**src/rtl/core/asia_pkg.sv**
```systemverilog
`default_nettype none

package asia_pkg;

  localparam int unsigned VALUE_W = 16;
  localparam int unsigned COUNT_W = 8;
  localparam int unsigned PTR_W = 8;

  localparam int unsigned APB_ADDR_W = 3;
  localparam int unsigned APB_DATA_W = 32;

  localparam int unsigned RING_DEPTH_DEF = 8;
  localparam int unsigned MAX_ATTEMPTS_DEF = 5;

  // Reciprocal multipliers for division by a constant of at most 8 bits
  // never need more than 18 bits.
  localparam int unsigned RECIP_W = 18;

  localparam logic [VALUE_W-1:0] BASE_RESET = 16'd40;
  localparam logic [VALUE_W-1:0] AT_MAX_RESET = 16'd450;

  // Register index, taken from paddr[2].
  typedef enum logic {
    REG_BASE = 1'b0,
    REG_AT_MAX = 1'b1
  } reg_idx_t;

  // One ring update: either a record of a mapped interval or a fill.
  typedef struct packed {
    logic rec;
    logic [VALUE_W-1:0] value;
  } item_t;

endpackage

`default_nettype wire

```
**src/rtl/core/asia_regs.sv**
```systemverilog
`default_nettype none

module asia_regs (
  input  wire logic clk,
  input  wire logic rst,
  input  wire logic psel,
  input  wire logic penable,
  input  wire logic pwrite,
  input  wire logic [asia_pkg::APB_ADDR_W-1:0] paddr,
  input  wire logic [asia_pkg::APB_DATA_W-1:0] pwdata,
  output logic [asia_pkg::APB_DATA_W-1:0] prdata,
  output logic pready,
  output logic [asia_pkg::VALUE_W-1:0] base_interval,
  output logic [asia_pkg::VALUE_W-1:0] interval_at_max
);
  import asia_pkg::*;

  logic wr_en;
  reg_idx_t idx;

  assign pready = 1'b1;
  assign wr_en = psel & penable & pwrite;
  assign idx = reg_idx_t'(paddr[2]);

  always_ff @(posedge clk) begin
    if (rst) begin
      base_interval <= BASE_RESET;
      interval_at_max <= AT_MAX_RESET;
    end else if (wr_en) begin
      unique case (idx)
        REG_BASE: base_interval <= pwdata[VALUE_W-1:0];
        REG_AT_MAX: interval_at_max <= pwdata[VALUE_W-1:0];
      endcase
    end
  end

  always_comb begin
    unique case (idx)
      REG_BASE: prdata = {{(APB_DATA_W-VALUE_W){1'b0}}, base_interval};
      REG_AT_MAX: prdata = {{(APB_DATA_W-VALUE_W){1'b0}}, interval_at_max};
    endcase
  end

endmodule

`default_nettype wire

```
**src/rtl/core/asia_map.sv**
```systemverilog
`default_nettype none

module asia_map #(
  parameter int unsigned MAX_ATTEMPTS = asia_pkg::MAX_ATTEMPTS_DEF
) (
  input  wire logic clk,
  input  wire logic rst,
  input  wire logic in_valid,
  output logic in_ready,
  input  wire logic req_type,
  input  wire logic [asia_pkg::VALUE_W-1:0] fill_value,
  input  wire logic [asia_pkg::COUNT_W-1:0] attempt_count,
  input  wire logic [asia_pkg::VALUE_W-1:0] base_interval,
  input  wire logic [asia_pkg::VALUE_W-1:0] interval_at_max,
  output logic out_valid,
  input  wire logic out_ready,
  output asia_pkg::item_t out_item
);
  import asia_pkg::*;

  // floor(x / MAX_ATTEMPTS) for any 16-bit x is (x * DivMul) >> DivShift.
  localparam int unsigned DivShift = VALUE_W + $clog2(MAX_ATTEMPTS);
  localparam longint unsigned DivMul =
    ((64'd1 << DivShift) + MAX_ATTEMPTS - 1) / MAX_ATTEMPTS;
  localparam int unsigned ProdW = VALUE_W + RECIP_W;

  logic a_valid, b_valid;
  logic take_a, take_b, take_c;

  logic a_rec;
  logic [VALUE_W-1:0] a_fill;
  logic [COUNT_W-1:0] a_count;

  logic b_rec;
  logic [VALUE_W-1:0] b_fill;
  logic [VALUE_W-1:0] b_prod;

  logic [VALUE_W-1:0] span;
  logic [VALUE_W+COUNT_W-1:0] span_mul;
  logic [ProdW-1:0] recip_mul;
  logic [VALUE_W-1:0] quot;
  logic [VALUE_W-1:0] mapped;

  assign take_c = ~out_valid | out_ready;
  assign take_b = ~b_valid | take_c;
  assign take_a = ~a_valid | take_b;
  assign in_ready = take_a;

  assign span = interval_at_max - base_interval;
  assign span_mul = (VALUE_W+COUNT_W)'(span) * (VALUE_W+COUNT_W)'(a_count);

  assign recip_mul = ProdW'(b_prod) * ProdW'(DivMul);
  assign quot = VALUE_W'(recip_mul >> DivShift);
  assign mapped = quot + base_interval;

  always_ff @(posedge clk) begin
    if (rst) begin
      a_valid <= 1'b0;
      b_valid <= 1'b0;
      out_valid <= 1'b0;
    end else begin
      if (take_a) begin
        a_valid <= in_valid;
      end
      if (take_b) begin
        b_valid <= a_valid;
      end
      if (take_c) begin
        out_valid <= b_valid;
      end
    end
  end

  always_ff @(posedge clk) begin
    if (take_a && in_valid) begin
      a_rec <= req_type;
      a_fill <= fill_value;
      a_count <= attempt_count;
    end
    if (take_b && a_valid) begin
      b_rec <= a_rec;
      b_fill <= a_fill;
      b_prod <= span_mul[VALUE_W-1:0];
    end
    if (take_c && b_valid) begin
      out_item.rec <= b_rec;
      out_item.value <= b_rec ? mapped : b_fill;
    end
  end

endmodule

`default_nettype wire

```
**src/rtl/core/asia_ring.sv**
```systemverilog
`default_nettype none

module asia_ring #(
  parameter int unsigned RING_DEPTH = asia_pkg::RING_DEPTH_DEF
) (
  input  wire logic clk,
  input  wire logic rst,
  input  wire logic in_valid,
  output logic in_ready,
  input  wire asia_pkg::item_t in_item,
  output logic sum_valid,
  input  wire logic sum_ready,
  output logic [asia_pkg::VALUE_W-1:0] sum
);
  import asia_pkg::*;

  localparam int unsigned SlotW = (RING_DEPTH > 1) ? $clog2(RING_DEPTH) : 1;
  localparam logic [SlotW-1:0] LastSlot = SlotW'(RING_DEPTH - 1);
  localparam logic [PTR_W-1:0] PtrLast = '1;

  logic [VALUE_W-1:0] mem [RING_DEPTH];
  logic [RING_DEPTH-1:0] written;
  logic [VALUE_W-1:0] fill_reg;
  logic [PTR_W-1:0] write_pointer;
  logic [SlotW-1:0] slot;
  logic [SlotW-1:0] slot_next;
  logic [VALUE_W-1:0] running_sum;
  logic [VALUE_W-1:0] running_sum_next;

  logic u_valid;
  item_t u_item;
  logic [SlotW-1:0] u_slot;
  logic [VALUE_W-1:0] rd_data;
  logic byp;
  logic [VALUE_W-1:0] byp_data;

  logic take_s, take_u, enter, leave_u, wr;
  logic [VALUE_W-1:0] old_entry;
  logic [VALUE_W-1:0] fill_sum;

  assign take_s = ~sum_valid | sum_ready;
  assign take_u = ~u_valid | take_s;
  assign in_ready = take_u;
  assign enter = in_valid & take_u;
  assign leave_u = u_valid & take_s;
  assign wr = leave_u & u_item.rec;

  // The slot follows write_pointer modulo the depth, including the wrap of
  // the 8-bit pointer, which restarts the slot at zero.
  always_comb begin
    if (write_pointer == PtrLast || slot == LastSlot) begin
      slot_next = '0;
    end else begin
      slot_next = slot + 1'b1;
    end
  end

  // An entry never written since the last fill holds the fill value. The
  // beat ahead may write the same slot on the edge this one reads it.
  assign old_entry = byp ? byp_data : (written[u_slot] ? rd_data : fill_reg);
  assign fill_sum = VALUE_W'(32'(u_item.value) * 32'(RING_DEPTH));

  always_comb begin
    if (u_item.rec) begin
      running_sum_next = running_sum - old_entry + u_item.value;
    end else begin
      running_sum_next = fill_sum;
    end
  end

  always_ff @(posedge clk) begin
    if (rst) begin
      u_valid <= 1'b0;
      sum_valid <= 1'b0;
      written <= '0;
      fill_reg <= '0;
      write_pointer <= '0;
      slot <= '0;
      running_sum <= '0;
    end else begin
      if (take_u) begin
        u_valid <= in_valid;
      end
      if (take_s) begin
        sum_valid <= u_valid;
      end
      if (enter && in_item.rec) begin
        write_pointer <= write_pointer + 1'b1;
        slot <= slot_next;
      end
      if (leave_u) begin
        running_sum <= running_sum_next;
        if (u_item.rec) begin
          written[u_slot] <= 1'b1;
        end else begin
          written <= '0;
          fill_reg <= u_item.value;
        end
      end
    end
  end

  always_ff @(posedge clk) begin
    if (wr) begin
      mem[u_slot] <= u_item.value;
    end
    if (enter) begin
      rd_data <= mem[slot];
      byp <= wr && (u_slot == slot);
      byp_data <= u_item.value;
      u_item <= in_item;
      u_slot <= slot;
    end
  end

  assign sum = running_sum;

endmodule

`default_nettype wire

```
**src/rtl/core/asia_avg.sv**
```systemverilog
`default_nettype none

module asia_avg #(
  parameter int unsigned RING_DEPTH = asia_pkg::RING_DEPTH_DEF
) (
  input  wire logic clk,
  input  wire logic rst,
  input  wire logic sum_valid,
  output logic sum_ready,
  input  wire logic [asia_pkg::VALUE_W-1:0] sum,
  output logic out_valid,
  input  wire logic out_ready,
  output logic [asia_pkg::VALUE_W-1:0] sleep_interval
);
  import asia_pkg::*;

  // floor(x / RING_DEPTH) for any 16-bit x is (x * AvgMul) >> AvgShift.
  localparam int unsigned AvgShift = VALUE_W + $clog2(RING_DEPTH);
  localparam longint unsigned AvgMul =
    ((64'd1 << AvgShift) + RING_DEPTH - 1) / RING_DEPTH;
  localparam int unsigned ProdW = VALUE_W + RECIP_W;

  logic take;
  logic [ProdW-1:0] avg_mul;

  assign take = ~out_valid | out_ready;
  assign sum_ready = take;
  assign avg_mul = ProdW'(sum) * ProdW'(AvgMul);

  always_ff @(posedge clk) begin
    if (rst) begin
      out_valid <= 1'b0;
    end else if (take) begin
      out_valid <= sum_valid;
    end
  end

  always_ff @(posedge clk) begin
    if (take && sum_valid) begin
      sleep_interval <= VALUE_W'(avg_mul >> AvgShift);
    end
  end

endmodule

`default_nettype wire

```
**src/rtl/core/adaptive_sleep_interval_average.sv**
```systemverilog
// Channel   Handshake              Payload
// input     in_valid / in_ready    req_type, fill_value, attempt_count
// output    out_valid / out_ready  sleep_interval
// config    APB write/read         base_interval (0x0), interval_at_max (0x4)
//
// One item per clock unless out_ready stalls; beats pass map, ring, then average.
// The single ring update stage, which reads and writes the ring once per
// cycle, sets the rate; the mapping multiplies sit in two stages ahead of it.
// Synchronous reset empties the pipeline and makes every ring entry read as
// zero at once through per-entry written flags; no clearing pass is needed.
// Every stage loads when it is empty or its contents move on, so bubbles
// close up; input beats are still taken into empty stages while a result waits.
`default_nettype none

module adaptive_sleep_interval_average #(
  parameter int unsigned RING_DEPTH = asia_pkg::RING_DEPTH_DEF,
  parameter int unsigned MAX_ATTEMPTS = asia_pkg::MAX_ATTEMPTS_DEF
) (
  input  wire logic clk,
  input  wire logic rst,
  input  wire logic psel,
  input  wire logic penable,
  input  wire logic pwrite,
  input  wire logic [asia_pkg::APB_ADDR_W-1:0] paddr,
  input  wire logic [asia_pkg::APB_DATA_W-1:0] pwdata,
  output logic [asia_pkg::APB_DATA_W-1:0] prdata,
  output logic pready,
  input  wire logic in_valid,
  output logic in_ready,
  input  wire logic req_type,
  input  wire logic [asia_pkg::VALUE_W-1:0] fill_value,
  input  wire logic [asia_pkg::COUNT_W-1:0] attempt_count,
  output logic out_valid,
  input  wire logic out_ready,
  output logic [asia_pkg::VALUE_W-1:0] sleep_interval
);
  import asia_pkg::*;

  logic [VALUE_W-1:0] base_interval;
  logic [VALUE_W-1:0] interval_at_max;

  logic map_valid, map_ready;
  item_t map_item;

  logic sum_valid, sum_ready;
  logic [VALUE_W-1:0] sum;

  asia_regs u_regs (
    .clk(clk),
    .rst(rst),
    .psel(psel),
    .penable(penable),
    .pwrite(pwrite),
    .paddr(paddr),
    .pwdata(pwdata),
    .prdata(prdata),
    .pready(pready),
    .base_interval(base_interval),
    .interval_at_max(interval_at_max)
  );

  asia_map #(
    .MAX_ATTEMPTS(MAX_ATTEMPTS)
  ) u_map (
    .clk(clk),
    .rst(rst),
    .in_valid(in_valid),
    .in_ready(in_ready),
    .req_type(req_type),
    .fill_value(fill_value),
    .attempt_count(attempt_count),
    .base_interval(base_interval),
    .interval_at_max(interval_at_max),
    .out_valid(map_valid),
    .out_ready(map_ready),
    .out_item(map_item)
  );

  asia_ring #(
    .RING_DEPTH(RING_DEPTH)
  ) u_ring (
    .clk(clk),
    .rst(rst),
    .in_valid(map_valid),
    .in_ready(map_ready),
    .in_item(map_item),
    .sum_valid(sum_valid),
    .sum_ready(sum_ready),
    .sum(sum)
  );

  asia_avg #(
    .RING_DEPTH(RING_DEPTH)
  ) u_avg (
    .clk(clk),
    .rst(rst),
    .sum_valid(sum_valid),
    .sum_ready(sum_ready),
    .sum(sum),
    .out_valid(out_valid),
    .out_ready(out_ready),
    .sleep_interval(sleep_interval)
  );

  // A free output register must free every stage behind it in the same cycle.
  a_ready_chain: assert property (@(posedge clk) disable iff (rst)
    (out_ready || !out_valid) |-> in_ready)
    else $error("input stalled although the output register can load");

  // The running sum is the held beat of the ring stage and must not move.
  a_sum_hold: assert property (@(posedge clk) disable iff (rst)
    (sum_valid && !sum_ready) |=> (sum_valid && $stable(sum)))
    else $error("running sum changed while its beat was stalled");

  a_map_hold: assert property (@(posedge clk) disable iff (rst)
    (map_valid && !map_ready) |=> (map_valid && $stable(map_item)))
    else $error("mapped item changed while stalled before the ring");

endmodule

`default_nettype wire
```
**config.mk**
```make
export PLATFORM = sky130hd
export DESIGN_NAME = adaptive_sleep_interval_average
export DESIGN_NICKNAME = d
export VERILOG_FILES = /design/src/rtl/core/asia_pkg.sv /design/src/rtl/core/asia_regs.sv /design/src/rtl/core/asia_map.sv /design/src/rtl/core/asia_ring.sv /design/src/rtl/core/asia_avg.sv /design/src/rtl/core/adaptive_sleep_interval_average.sv
export SDC_FILE = /design/constraint.sdc
export NUM_CORES = 1
export LEC_CHECK = 0
export BUFFER_PORTS_ARGS = -buffer_cell sky130_fd_sc_hd__buf_2
export CORE_MARGIN = 4
export CORE_UTILIZATION = 63
export CTS_CLUSTER_SIZE = 40
export DETAILED_ROUTE_END_ITERATION = 8
export GPL_ROUTABILITY_DRIVEN = 0
export PLACE_DENSITY = 0.93
export SLEW_MARGIN = 5
export SYNTH_ARGS = -nofsm -noshare
export SYNTH_HDL_FRONTEND = slang
export SYNTH_SLANG_ARGS = --single-unit
```
**constraint.sdc**
```tcl
create_clock -name clk -period 8.8 [get_ports clk]
set_input_delay 0.44 -clock clk [delete_from_list [all_inputs] [get_ports clk]]
set_output_delay 0.44 -clock clk [all_outputs]
set_load 0.01 [all_outputs]
```
==> results of run 1 <==
per-stage QoR:
step | cell area [um^2] | util (%) | setup WS, ns
after floorplan | 23000 | - | 1.41
after global placement | 23800 | 66.5 | 0.880
after detailed placement | 23800 | 66.5 | 0.632
after CTS | 25000 | 69.8 | 0.377
after global routing | 25000 | 69.9 | 0.147
final | 25000 | 69.9 | 0.501
timing repair:
| action | CTS | global route |
|---|---|---|
| buffers inserted | 0 | 0 |
| resized for setup | 0 | 1 |
| hold buffers | 0 | 0 |
| setup endpoints to repair | 0 | 1 |
cell usage after synthesis (all sizes together), types with 3 or more instances:
master and instances:
buf 32, and3 9, mux2i 26, nand3 24, nand4 9, o21bai 6
inv 321, a21oi 103, edfxtp 269, a21o 22, nor2b 20, o21ai 61
xnor3 3, dfxtp 89, nand3b 9, nor2 77, a211oi 20, fa 156
nand2b 9, or3 6, o2111ai 3, a311oi 3, and2 48, xnor2 55
a221oi 4, a31oi 10, nor3 16, mux2 30, nand2 210, a22oi 3
clkbuf 47, o21a 8, a31o 3, xor2 30, a211o 4, mux4 32
ha 206
routing by layer:
layer	wire [um]	GRT usage [%]	up-vias	share of wire, %
met5	0	0	-	0
met4	4520	18.6	0	7.5
met3	5940	5.78	320	9.9
met2	30100	53.8	1210	50
met1	19700	36.6	7776	33
li1	-	-	6897	-
logic make-up after synthesis:
| group | share of synthesized area [%] |
|---|---|
| fa+ha+maj | 24.8 |
| xor+xnor | 3.57 |
| other cells | 0.0327 |
| simple gates | 8.97 |
| flops | 42.9 |
| buf+inv | 6.89 |
| compound gates | 7.08 |
| mux | 5.74 |
worst register-to-register path, delay by kind of cell, from the launching register on:
family          cells  cell delay (ns)
xor+xnor            2             0.28
mux                 1             0.27
buf+inv             4             0.26
fa+ha+maj           8             3.77
flops               1             0.52
compound gates     11             2.69
simple gates        3             0.26
area by class of cell:
| cell class | count | area (um^2) |
|---|---|---|
| Clock buffer | 44 | 982 |
| Fill cell | 2140 | 10800 |
| Timing Repair Buffer | 91 | 485 |
| Clock inverter | 23 | 203 |
| Inverter | 321 | 1200 |
| Sequential cell | 358 | 9860 |
| Tap cell | 461 | 577 |
| Antenna cell | 1 | 2.50 |
| Multi-Input combinational cell | 1272 | 11700 |
final timing paths:
kind	start	to	slack (ns)	cells past startpoint
worst max-delay path	u_map.b_prod[4]	u_map.out_item[12]	0.50	29
worst min-delay path	fill_value[11]	u_map.a_fill[11]	0.06	1
worst max register to register	u_map.b_prod[4]	u_map.out_item[12]	0.50	29
worst min register to register	u_map.a_fill[15]	u_map.b_fill[15]	0.42	0
==> results summary, run 1 <==
The slowest stage of the critical path is the sky130_fd_sc_hd__fa_1 cell. The average via count per standard cell came out at roughly 6.3. The area of the die came out at 39600 um^2. The register with the most flip-flops in the layout has around 130 of them. The placed cell count is between 2k and 3k. The share of flip-flops with an asynchronous set or reset after synthesis is 0%. The die span in y came out at between 150 and 200 um. The chip width is between 150 and 200 um.

The number of setup violations in the final report came out at 0. In the final layout, the registers with the most flip-flops are u_ring.mem: 128 flops, u_map.out_item: 17 flops, u_ring.u_item: 17 flops. The synthesis warning total came out at 0. The HPWL after detailed placement came out at just under 40 mm.

The synthesized flop and latch total came out at between 300 and 400. The count of distinct cell types in the synthesized netlist is 66. The data required time at the worst endpoint is 9.12 ns. The worst hold margin is about 0.06 ns. The type of the worst setup path is flip-flop to flip-flop. STA classifies the critical path endpoint as a flip-flop. The time the final worst path needs with I/O delays and setup is 8.30 ns. The first detailed-routing pass ran for 7 iterations. Entering global routing, the biggest net connects 83 pins.

By area the synthesized netlist is led by sky130_fd_sc_hd__edfxtp_1 (35%), sky130_fd_sc_hd__fa_1 (14%), sky130_fd_sc_hd__ha_1 (11%). The non-filler instance count after layout came out at around 2.6k. On the critical path the largest part of the delay comes from adder cells. The number of DRC violations after detailed-routing iteration 0 is ~2k.

The delay of the slowest critical-path stage came out at just under 0.6 ns. The remaining global-route overflow came out at 0. The root buffer cell is sky130_fd_sc_hd__clkbuf_16. The worst-margin pin slew is between 1 and 1.5 ns.

Summed over all instances, the cell type with the most area after synthesis is sky130_fd_sc_hd__edfxtp_1. The cell count after synthesis is between 2k and 2.5k. The clock slew seen by the registers of the worst setup and hold paths came out at 0.07 ns. The peak clock frequency supported by timing came out at 120 MHz. After detailed routing, the total wire length is between 60 and 70 mm.

The max-slew violation count was 0. The worst setup path is launched from a flip-flop. The number of antenna violations at the first check in global routing came out at 1. TritonCTS created 37 clock buffers. The total via count after detailed routing came out at 16.2k. The synthesized area per cell came out at 11.4 um^2. The later-pin clock latency in the skew report came out at between 0.5 and 0.6 ns.

The count of input and output buffers came out at between 70 and 80. For this run, design rule violations remaining after detail routing come to 0. No sink is reached through more buffers than the 3 on the longest clock path.

The overall fraction of global-route tracks in use came out at 31.2%. In this run, synthesis inferred ~270 flip-flops with an integrated enable. The primary flip-flop cell chosen by synthesis mapping is sky130_fd_sc_hd__edfxtp_1. The number of routed nets with antenna violations is 0. The sequential-to-total area share from yosys stat came out at about 43%. The H-tree depth is 2. Counting both buffers and inverters, the worst setup path holds a total of 4. The number of global-route vias before repair was ~17k. The relative area change from synthesis to final layout is 8.67%. The share of the synthesized area in the top cell type came out at around a third. u_ring.mem holds more flip-flops than any other register. The number of nets in the layout is 2510. The number of cell rows is 69. The global-route wire length before repair is approximately 95 mm. For the worst setup path, the data arrival time is 8.62 ns.

~120 I/O pins were placed. The total negative slack came out at 0 ns. The initial core utilization came out at ~64%.

The most frequent standard cell in the layout excluding fill and tap cells is sky130_fd_sc_hd__inv_1. Setup repair after global routing left no endpoint under its margin. The CTS tree is built. The netlist area before placement is about 23000 um^2. The final cycle utilization of the critical path came out at 94.3%. The run finished with clean final reports.

The worst-path maximum fanout is 6. The library cells used most frequently in the layout, excluding fill and tap cells, are sky130_fd_sc_hd__inv_1 (321), sky130_fd_sc_hd__edfxtp_1 (269), sky130_fd_sc_hd__nand2_1 (210). Across the run, the number of max-cap violations was 0. The clock net sink count came out at 358. The floorplan core area came out at roughly 36000 um^2. The clock skew after layout is 0.0252 ns.

The final count of hold timing violations is 0. In this run the worst hold path is classified as input port to flip-flop. After detailed routing, the average wire length per cell comes to around 23 um. The fraction of layout instances using a drive strength above 1 came out at between 10% and 20%. The relative slew slack is about 18%.
Power of run 1 is left out: the tool's default activity adds up to more than one toggle a clock period on the data nets, which glitch-free logic cannot reach.
==> run 2: changes to the inputs <==
--- a/config.mk
+++ b/config.mk
@@ -5,13 +5,13 @@
 export SDC_FILE = /design/constraint.sdc
 export NUM_CORES = 1
 export LEC_CHECK = 0
-export BUFFER_PORTS_ARGS = -buffer_cell sky130_fd_sc_hd__buf_2
 export CORE_MARGIN = 4
-export CORE_UTILIZATION = 63
+export CORE_UTILIZATION = 36
 export CTS_CLUSTER_SIZE = 40
 export DETAILED_ROUTE_END_ITERATION = 8
+export DONT_BUFFER_PORTS = 1
 export GPL_ROUTABILITY_DRIVEN = 0
-export PLACE_DENSITY = 0.93
+export PLACE_DENSITY = 0.61
 export SLEW_MARGIN = 5
 export SYNTH_ARGS = -nofsm -noshare
 export SYNTH_HDL_FRONTEND = slang
==> run 2 against run 1 <==
  * Non-clock buffer count is 49 lower
  * Global-route usage shrank 17 points
  * First-iteration DRC count is 60% lower
  * Wire length is 18% lower
  * Setup slack gained 0.17 ns
  * Register-to-register slack improved by 0.17 ns
==> results summary, run 2 (synthesized netlist as in run 1, its figures left out) <==
The run finished with clean final reports. The clock skew after layout is 0.0240 ns (-0.00122 ns). The root buffer cell is sky130_fd_sc_hd__clkbuf_16.

The area of the die is 67900 um^2 (+72%). The floorplan core area is 63100 um^2 (+76%). The number of flip-flops in the largest register came to 128 (unchanged). The number of setup violations in the final report is 0 (unchanged). The largest net degree at the start of global routing is 80 (-3.6%).

The detailed-route DRC error count came out at 0 (unchanged). The number of antenna violations at the first check in global routing is 1 (unchanged). The total CTS buffers came out at 39 (+5.4%). The number of diodes added for antenna fixing is 0 (-1).

The type of the worst setup path is flip-flop to flip-flop. The HPWL after detailed placement came out at 37.3 mm (-5.9%). u_ring.mem holds more flip-flops than any other register. The number of DRC violations after detailed-routing iteration 0 is 798 (-60%).

The max-slew violation count is 0 (unchanged). The global-route wire length before repair came out at 79.6 mm (-17%). The die span in y is 261 um (+31%). The count of input and output buffers is 0 (-100%). The chip width is 261 um (+31%). The register area is 9860 um^2 (unchanged).

The worst-path maximum fanout came out at 5 (-1). In the layout the commonest cells are sky130_fd_sc_hd__inv_1 (321), sky130_fd_sc_hd__edfxtp_1 (269), sky130_fd_sc_hd__nand2_1 (210). The number of routed nets with antenna violations came to 0 (unchanged). The fraction of layout instances using a drive strength above 1 is 7.55% (-3.4 points).

The worst hold path class is input port to flip-flop. The data arrival time at the worst-slack endpoint is 8.42 ns (-0.20 ns). The delay of the slowest critical-path stage is 0.54 ns (-0.05 ns). The worst-margin pin slew came out at 1.18 ns (-0.0505 ns). STA classifies the critical path endpoint as a flip-flop. The overall fraction of global-route tracks in use came out at 14.6% (-17 points). Setup repair after global routing left no endpoint under its margin.

The final cycle utilization of the critical path came out at 92.4% (-1.9 points). The relative slew slack is 20.8% (+3.2 points). Relative to the synthesized area, the layout overhead comes to 10.9%. The average detailed-routed wire length per instance came out at 17.0 um (-28%).

The area occupied by multi-input gates came out at 11600 um^2 (about the same). Leaving out fill and tap cells, the most frequent cell in the layout is sky130_fd_sc_hd__inv_1. The number of filler instances in the final layout is 5986 (+180%). Among all stages on the critical path, the largest delay is contributed by sky130_fd_sc_hd__fa_1. The H-tree depth came to 2 (unchanged).

The total negative slack is 0 ns (unchanged). The final count of hold timing violations is 0 (unchanged). The number of nets in the layout was 2463 (-1.9%). The detailed-routing iteration count for the pre-antenna-repair pass was 5 (-2). The count of maximum capacitance violations is 0 (unchanged). The initial core utilization came to 36.4% (-28 points). The data required time at the worst endpoint came out at 9.09 ns (-0.03 ns). The later-pin clock latency in the skew report is 0.55 ns (about the same). The peak clock frequency supported by timing is 123 MHz (+2.1%). The count of pins on the block boundary came out at 118 (unchanged). The clock net sink count is 358 (unchanged).

The number of cell rows came out at 92 (+33%). The maximum number of buffers from clock root to sink is 3 (unchanged). The remaining global-route overflow is 0 (unchanged). The number of global-route vias before repair is 15.0k (-13%).

The largest registers in the layout are u_ring.mem: 128 flops, u_map.out_item: 17 flops, u_ring.u_item: 17 flops. The worst setup path is launched from a flip-flop. The routed wire length came out at 49.4 mm (-18%). The total via count after detailed routing is 14.2k (-12%).

The average via count per standard cell is 4.88 (-23%). The clock slew seen by the registers of the worst setup and hold paths is 0.07 ns (about the same). The setup fix buffers added after clock tree synthesis came to 0 (unchanged).

The CTS tree is built. The time the final worst path needs with I/O delays and setup is 8.13 ns (-0.168 ns).
run 2: what timing repair did:
action,CTS,global route
gates resized for setup,0,0
hold endpoints to repair,104,0
hold buffers,28,0
run 2: final timing paths:
path,from,endpoint,slack (ns),depth (start not counted)
setup / recovery,u_map.b_prod[11],u_map.out_item[12],0.67,30
hold / removal,pwdata[8],u_regs.interval_at_max[8],0.03,2
setup reg to reg,u_map.b_prod[11],u_map.out_item[12],0.67,30
hold reg to reg,u_map.a_fill[12],u_map.b_fill[12],0.40,0
run 2: worst max-delay path, delay by kind of cell, from the launching register on:
kind	cells	cell delay (ns)
mux	1	0.26
flops	1	0.52
simple gates	3	0.34
fa+ha+maj	8	3.47
xor+xnor	2	0.28
compound gates	12	2.81
buf+inv	4	0.20
run 2: stage by stage:
step	setup slack (ns)	util, %	hold slack, ns	instances	area (um^2)
finish	0.669	40.4	0.0264	2911	25500
global route	0.235	40.4	0.0121	2911	25500
CTS	0.605	40.4	0.00224	2911	25500
detailed placement	0.615	37.8	0.405	2811	23900
global placement	0.703	37.8	0.403	2811	23900
floorplan	1.41	-	0.400	2030	23000
run 2: layout make-up:
cell class / count / share of cell area [%]
well taps: 846 / 4.15
multi-input cells: 1272 / 45.7
flip-flops and latches: 358 / 38.7
clock buffers: 44 / 3.90
inverters: 321 / 4.73
repair buffers: 42 / 1.58
clock inverters: 28 / 1.22
run 2: metal layers:
layer | GRT usage, % | vias up | wire (um)
li1 | - | 6806 | -
met4 | 4.25 | 0 | 1300
met5 | 0 | - | 0
met1 | 18.2 | 7011 | 21000
met3 | 2.57 | 81 | 2280
met2 | 26.1 | 311 | 24800
Power of run 2 is left out for the same reason.
